==> config.mk <==
export PLATFORM = sky130hd
export DESIGN_NAME = scfc_front
export DESIGN_NICKNAME = d
export VERILOG_FILES = /design/src/sv/scfc_pkg.sv /design/src/sv/scfc_front.sv
export SDC_FILE = /design/constraint.sdc
export NUM_CORES = 2
export LEC_CHECK = 0
export BUFFER_PORTS_ARGS = -buffer_cell sky130_fd_sc_hd__buf_2
export CORE_AREA = 2 2 458 460
export DETAILED_ROUTE_END_ITERATION = 8
export DIE_AREA = 0 0 460 462
export PLACE_DENSITY = 0.6
export SLEW_MARGIN = 20
export SYNTH_ARGS = -nofsm -noshare
export SYNTH_HDL_FRONTEND = slang
export SYNTH_SLANG_ARGS = --single-unit
==> constraint.sdc <==
create_clock -name clk_i -period 4.57 [get_ports clk_i]
set_input_delay 1.371 -clock clk_i [delete_from_list [all_inputs] [get_ports clk_i]]
set_output_delay 1.371 -clock clk_i [all_outputs]
set_load 0.01 [all_outputs]
==> src/sv/scfc_pkg.sv <==
`timescale 1ns / 1ps
package scfc_pkg;

  localparam int unsigned MaxFrameLimit = 16777216;
  localparam int unsigned CntW = 25;
  localparam int unsigned HdrSize = 128;
  localparam int unsigned TrlSize = 4;
  localparam logic [31:0] Crc32cPoly = 32'h82F63B78;

  localparam logic [1:0] CfgMaxSnapshot = 2'd0;
  localparam logic [1:0] CfgMaxChunk = 2'd1;
  localparam logic [1:0] CfgMaxFrame = 2'd2;

  localparam logic [2:0] StOk = 3'd0;
  localparam logic [2:0] StLimits = 3'd1;
  localparam logic [2:0] StSize = 3'd2;
  localparam logic [2:0] StHdrCrc = 3'd3;
  localparam logic [2:0] StVersion = 3'd4;
  localparam logic [2:0] StFields = 3'd5;
  localparam logic [2:0] StSemantic = 3'd6;

  typedef struct packed {
    logic       data_valid;
    logic [7:0] data_byte;
    logic       frame_end;
    logic       size_bad;
    logic       hdr_crc_bad;
    logic       version_bad;
    logic       fields_bad;
    logic       sem_bad;
    logic [CntW-1:0] psize;
  } scfc_work_t;

  function automatic logic [31:0] crc_byte(logic [31:0] c, logic [7:0] b);
    logic [31:0] r;
    r = c ^ {24'd0, b};
    for (int k = 0; k < 8; k++) begin
      r = r[0] ? ((r >> 1) ^ Crc32cPoly) : (r >> 1);
    end
    return r;
  endfunction

endpackage

==> src/sv/scfc_front.sv <==
`timescale 1ns / 1ps
module scfc_front (
  input  logic                          clk_i,
  input  logic                          rst_ni,
  input  logic                          in_valid_i,
  output logic                          in_ready_o,
  input  logic [7:0]                    frame_byte_i,
  input  logic                          is_last_i,
  input  logic [63:0]                   max_snapshot_i,
  input  logic [24:0]                   max_chunk_i,
  input  logic [24:0]                   max_frame_i,
  output logic                          wk_valid_o,
  input  logic                          wk_ready_i,
  output scfc_pkg::scfc_work_t          wk_o,
  output logic [1023:0]                 hdr_o
);
  import scfc_pkg::*;

  logic [CntW-1:0] cnt_q, cnt_d;
  logic [1023:0] hdr_q;
  logic [7:0] dly_q [TrlSize];
  logic [1:0] pos_q;
  logic [31:0] hcrc_q, pcrc_q, fcrc_q, hcrc_d, pcrc_d, fcrc_d;
  logic wv_q;
  scfc_work_t w_q, w_d;
  logic acc;
  logic [7:0] leaving;
  logic [31:0] trailer;
  logic [1023:0] hn;
  logic [CntW-1:0] size;

  assign in_ready_o = !wv_q || wk_ready_i;
  assign acc = in_valid_i && in_ready_o;
  assign leaving = dly_q[pos_q];
  assign size = cnt_q + 1'b1;

  function automatic logic [63:0] le(logic [1023:0] h, int unsigned off);
    return h[off*8 +: 64];
  endfunction

  always_comb begin
    hn = hdr_q;
    hcrc_d = hcrc_q;
    if (cnt_q < CntW'(HdrSize)) begin
      hn[cnt_q[6:0]*8 +: 8] = frame_byte_i;
      hcrc_d = crc_byte(hcrc_q, (cnt_q >= 120 && cnt_q < 124) ? 8'd0 : frame_byte_i);
    end
    fcrc_d = fcrc_q;
    pcrc_d = pcrc_q;
    w_d = '0;
    if (cnt_q >= CntW'(TrlSize)) begin
      fcrc_d = crc_byte(fcrc_q, leaving);
      if (cnt_q >= CntW'(HdrSize + TrlSize)) begin
        pcrc_d = crc_byte(pcrc_q, leaving);
        w_d.data_valid = 1'b1;
        w_d.data_byte = leaving;
      end
    end
    trailer = {frame_byte_i, dly_q[pos_q + 2'd3], dly_q[pos_q + 2'd2], dly_q[pos_q + 2'd1]};
    cnt_d = (cnt_q < CntW'(MaxFrameLimit + 1)) ? cnt_q + 1'b1 : cnt_q;
    w_d.frame_end = is_last_i;
    w_d.psize = hn[112*8 +: 25];
    w_d.size_bad = (cnt_q == CntW'(MaxFrameLimit)) || (cnt_q > CntW'(MaxFrameLimit))
                   || size < 25'd133 || size > max_frame_i;
    w_d.hdr_crc_bad = ~hcrc_q != hdr_q[120*8 +: 32];
    w_d.version_bad = le(hdr_q, 0) != 64'h004B_4843_4D52_4843
                      || hdr_q[8*8 +: 16] != 16'd1 || hdr_q[10*8 +: 16] != 16'd0;
    w_d.fields_bad = hdr_q[12*8 +: 32] != 32'd128 || le(hdr_q, 16) != 64'(size)
                     || (cnt_q >= CntW'(MaxFrameLimit))
                     || hdr_q[100*8 +: 32] != 32'd0 || hdr_q[124*8 +: 32] != 32'd0
                     || hdr_q[112*8 +: 32] == 32'd0
                     || hdr_q[112*8 +: 32] > {7'd0, max_chunk_i}
                     || hdr_q[112*8 +: 32] != 32'(size) - 32'd132;
    w_d.sem_bad = hdr_q[24*8 +: 128] == '0 || le(hdr_q, 40) == '0 || le(hdr_q, 48) == '0
                  || le(hdr_q, 56) == '0 || le(hdr_q, 48) == le(hdr_q, 56)
                  || le(hdr_q, 64) == '0 || le(hdr_q, 72) == '0 || le(hdr_q, 80) == '0
                  || le(hdr_q, 88) == '0 || le(hdr_q, 88) > max_snapshot_i
                  || le(hdr_q, 104) > le(hdr_q, 88)
                  || 64'(hdr_q[112*8 +: 32]) > le(hdr_q, 88) - le(hdr_q, 104)
                  || ~pcrc_d != hdr_q[116*8 +: 32] || ~fcrc_d != trailer;
  end

  always_ff @(posedge clk_i or negedge rst_ni) begin
    if (!rst_ni) begin
      cnt_q <= '0;
      pos_q <= '0;
      hcrc_q <= '1;
      pcrc_q <= '1;
      fcrc_q <= '1;
      wv_q <= 1'b0;
    end else begin
      if (acc) begin
        wv_q <= w_d.data_valid || is_last_i;
        if (is_last_i) begin
          cnt_q <= '0;
          pos_q <= '0;
          hcrc_q <= '1;
          pcrc_q <= '1;
          fcrc_q <= '1;
        end else begin
          cnt_q <= cnt_d;
          pos_q <= pos_q + 2'd1;
          hcrc_q <= hcrc_d;
          pcrc_q <= pcrc_d;
          fcrc_q <= fcrc_d;
        end
      end else if (wk_ready_i) begin
        wv_q <= 1'b0;
      end
    end
  end

  always_ff @(posedge clk_i) begin
    if (acc) begin
      hdr_q <= hn;
      dly_q[pos_q] <= frame_byte_i;
      w_q <= w_d;
    end
  end

  assign wk_valid_o = wv_q;
  assign wk_o = w_q;
  assign hdr_o = hdr_q;
endmodule

==> results by group <==
Place
  • GPL Wtd Cong: 0.995
  • DP Wirelength: 308,000 µm
  • PortBufs: 1,192
  • Placed Cells: 10,200
  • Post-place setup slack: -1050 ps

Die
  • I/O pins: 1,193
  • Die Span X: 460 µm
  • Core footprint: 0.208 mm²
  • Site row count: 168
  • Die ar.: 0.213 mm²
  • Die Y: 462 µm
  • Initial Util: 29.7%

Route
  • DRT iter0 DRCs: 7,146
  • Drt wl/cell: 36.8 µm
  • Via count: 58,800
  • Routed Antenna Nets: 0
  • DRT Wirelength: 386,000 µm
  • DRT Pass-1 Iters: 5
  • Vias per inst: 5.62
  • Post-route DRC: 0

Yosys
  • Synthesized cell area: 0.0619 mm²
  • Number of flops mapped to enable cells by yosys: 1,071
  • Synthesized Nets: 6,008
  • Post-Syn Area per Cell: 10.9 µm²
  • Simple-gate area share of the yosys netlist: 17.6%
  • Yosys warning count: 0
  • Commonest register cell after synthesis: edfxtp_1
  • Post-synthesis cell count: 5,662
  • Number of distinct library cells after synthesis: 95
  • Synth Area in Adders: 4.44%
  • Post-Synth XOR/XNOR Area: 8.84%
  • Asr flop ratio synth: 10.4%
  • Largest family of logic cells by synthesized area: simple AND/OR/NAND/NOR gates
  • Synth Area in Compound Gates: 7.03%
  • Yosys reg bits: 1,195
  • Mux share of post-synthesis cell area: 1.47%
  • Sequential-to-total area share from yosys stat: 57.2%

Power and ir drop
  • Maximum vdd drop: 780 µV
  • Net Sw Frac: 37.1%
  • Clk pwr share: 25.3%
  • Register share of total power: 28.1%
  • Comb pwr share: 46.5%
  • Sw Pwr: 17.3 mW
  • Leakage: 36.0 nW
  • Int Power: 29.2 mW
  • Power per cell area: 564 mW/mm²

Run status
  • Outcome: finished with violations
  • Failing checks: negative setup slack

Finish
  • Final nets: 7,967
  • Share of cells above drive strength 1: 33.6%
  • Final Non-Filler Cells: 10,500
  • Area growth, synth to finish: 33.0%

Setup path
  • Reg2reg setup slack: -620 ps
  • Critical path buffers and inverters: 3
  • Crit path DAT: 5830 ps
  • CP Capture Type: register
  • Crit path max-delay family: compound AO/OA/AOI/OAI gates
  • Critical path fanouts, max: 3
  • Slowest cell on crit path: edfxtp_1
  • Slowest stage delay, CP: 400 ps
  • Crit path top cell by count: nand4_1
  • Kind of critical path: register to register
  • Worst EP required: 5220 ps
  • Startpoint types: register

Timing
  • Period utilization: 113%
  • Final hold vios: 0
  • F_max: 0.193 GHz
  • Final-report setup violation count: 1
  • Slew margin rel.: 25.2%
  • Fin Clk Skew: 69.6 ps
  • Minimum setup slack in the final design: -617 ps
  • Worst slew pin tran: 1120 ps
  • Tmin final: 5190 ps
  • Final Max Slew Viols: 0
  • RSZ-0062 raised after global routing: yes

Run
  • Max-cap violations: 0

Clock tree
  • Worst-path clk slew: 60 ps
  • CTS Buffer Depth: 3
  • H-tree depth: 4
  • CTS tree: built
  • Hold_buf cts: 0
  • Total CTS buffers: 141
  • Latest clock arrival within the worst-skew pair: 830 ps
  • Root Driver: clkbuf_16
  • Clock sink total: 1,195

Global route
  • Number of antenna violations at the first check in global routing: 40
  • Largest net degree at the start of global routing: 56
  • Global-route wire length before repair: 501,000 µm
  • Gr ovfl total: 0
  • Total track usage: 35.1%
  • Vias in the first global route: 56,200

Min path
  • HP Class: register to register
stage by stage:
| stage | power (mW) | setup TNS [ps] | util [%] | hold slack [ps] | area [µm²] |
|---|---|---|---|---|---|
| after floorplan | 25.1 | -232 | - | 479 | 61900 |
| after global placement | 34.5 | -1370 | 37.2 | 506 | 77400 |
| after detailed placement | 34.5 | -1560 | 37.2 | 509 | 77400 |
| after CTS | 46.3 | -651 | 39.5 | 518 | 82300 |
| after global routing | 48.2 | -910 | 39.6 | 536 | 82300 |
| final | 46.5 | -617 | 39.6 | 525 | 82400 |
power by group through the flow:
stage / combinational, mW / clock, mW / sequential [mW]
finish: 21.6 / 11.8 / 13.1
global route: 22.8 / 12.3 / 13.1
CTS: 21.4 / 11.8 / 13.1
detailed placement: 21.2 / 0 / 13.3
global placement: 21.2 / 0 / 13.3
floorplan: 12.1 / 0 / 13.0
final cells by class:
cell class              count  area, µm²
flip-flops and latches   1195      35400
fillers                 20600     126000
repair buffers           2127      13100
diodes                     18       45.0
multi-input cells        3919      24700
clock buffers             169       3650
clock inverters            89       1130
well taps                2720       3400
inverters                 237        890
layout by cell type, fill, tap and decap left out, types with 19 or more instances in the layout:
cell type  Yosys  final
nor4_1       254    238
o21a_1        28     28
mux4_2        23     23
xor2_1       230    228
nand2b_1      19     19
o21ai_0      134    132
clkinv_1       1     25
mux2i_1       24     24
nor3_1       125    117
and2_1        35     35
and3_1        19     19
buf_2         10   1191
buf_4         25    924
nand2_2        1     32
xnor2_2       20     21
o22ai_1       38     38
xnor2_1      265    264
clkbuf_16      0    141
ha_1         218    216
a31oi_1       23     23
nand3_1       95     92
a21o_1        74     74
dfstp_2       96     96
edfxtp_1    1071   1071
o22a_1        19     19
dfrtp_1       28     28
inv_1        235    234
nor2_1      1304   1300
clkbuf_1     252     26
a21oi_1      218    213
nand4_1      148    148
nand2_1      313    282
tightest hold or removal path: stages (launching register included):
cell,delay (ps)
dfstp_2,380
inv_1,60
a22oi_1,80
cell usage after synthesis (15+ instances only):
master | number | area [µm²]
nor2_1 | 1304 | 4890
xnor2_1 | 265 | 2320
xnor2_2 | 20 | 325
edfxtp_1 | 1071 | 32200
xor2_1 | 230 | 2010
a31oi_1 | 23 | 144
ha_1 | 218 | 2730
nor3_1 | 125 | 626
inv_1 | 235 | 882
clkbuf_1 | 252 | 946
mux4_2 | 23 | 518
nand2b_1 | 19 | 119
nand3_1 | 95 | 475
mux2i_1 | 24 | 240
a21oi_1 | 218 | 1090
buf_4 | 25 | 188
o21a_1 | 28 | 210
and2_1 | 35 | 219
xnor3_1 | 17 | 383
or3_1 | 18 | 113
dfstp_2 | 96 | 2520
nor4_1 | 254 | 1590
nand2_1 | 313 | 1170
buf_1 | 23 | 86.3
o211ai_1 | 17 | 128
o22ai_1 | 38 | 238
nand4_1 | 148 | 926
and3_1 | 19 | 119
o21ai_0 | 134 | 671
o22a_1 | 19 | 166
a21o_1 | 74 | 556
a211oi_1 | 15 | 113
dfrtp_1 | 28 | 701
routing by layer:
| metal | vias to the layer above | track usage, % | wire (µm) |
|---|---|---|---|
| met3 | 858 | 9.12 | 39300 |
| met5 | - | 0 | 103 |
| met1 | 29700 | 42.4 | 142000 |
| met4 | 16 | 22.1 | 29100 |
| met2 | 4017 | 55.9 | 175000 |
| li1 | 24200 | - | - |
final timing paths:
check,startpoint,to,cells after the start
min in group asynchronous,rst_ni,wk_valid_o,1
setup reg to reg,hdr_o[704],wk_o[25],25
hold / removal,pcrc_q[18],pcrc_q[18],2
hold reg to reg,pcrc_q[18],pcrc_q[18],2
max in group asynchronous,rst_ni,hcrc_q[9],2
setup / recovery,hdr_o[704],wk_o[25],25
flip-flops by register name, summed over array words and instances (netlist names):
register,cells
wk_o,40
wk_valid_o,1
fcrc_q,32
cnt_q,25
dly_q,32
hdr_o,999
hcrc_q,32
pos_q,2
pcrc_q,32
cells by family (layout without fill, tap and decap cells):
family                   count (synthesis)  in the layout
other                                    0             18
flip-flops                            1195           1195
buffers and inverters                  548           2622
XOR/XNOR                               549            549
AO/OA/AOI/OAI                          685            685
adder cells (fa/ha/maj)                219            219
multiplexers                            60             60
AND/OR/NAND/NOR                       2406           2406
repair_timing:
action	CTS	global route
pin swaps	4	4
cloned	0	0
buffers inserted	1	0
endpoints found under the setup margin	2	2
gates resized for setup	14	10
endpoints found under the hold margin	0	0
No activity file was read; power rests on OpenSTA's default activity.
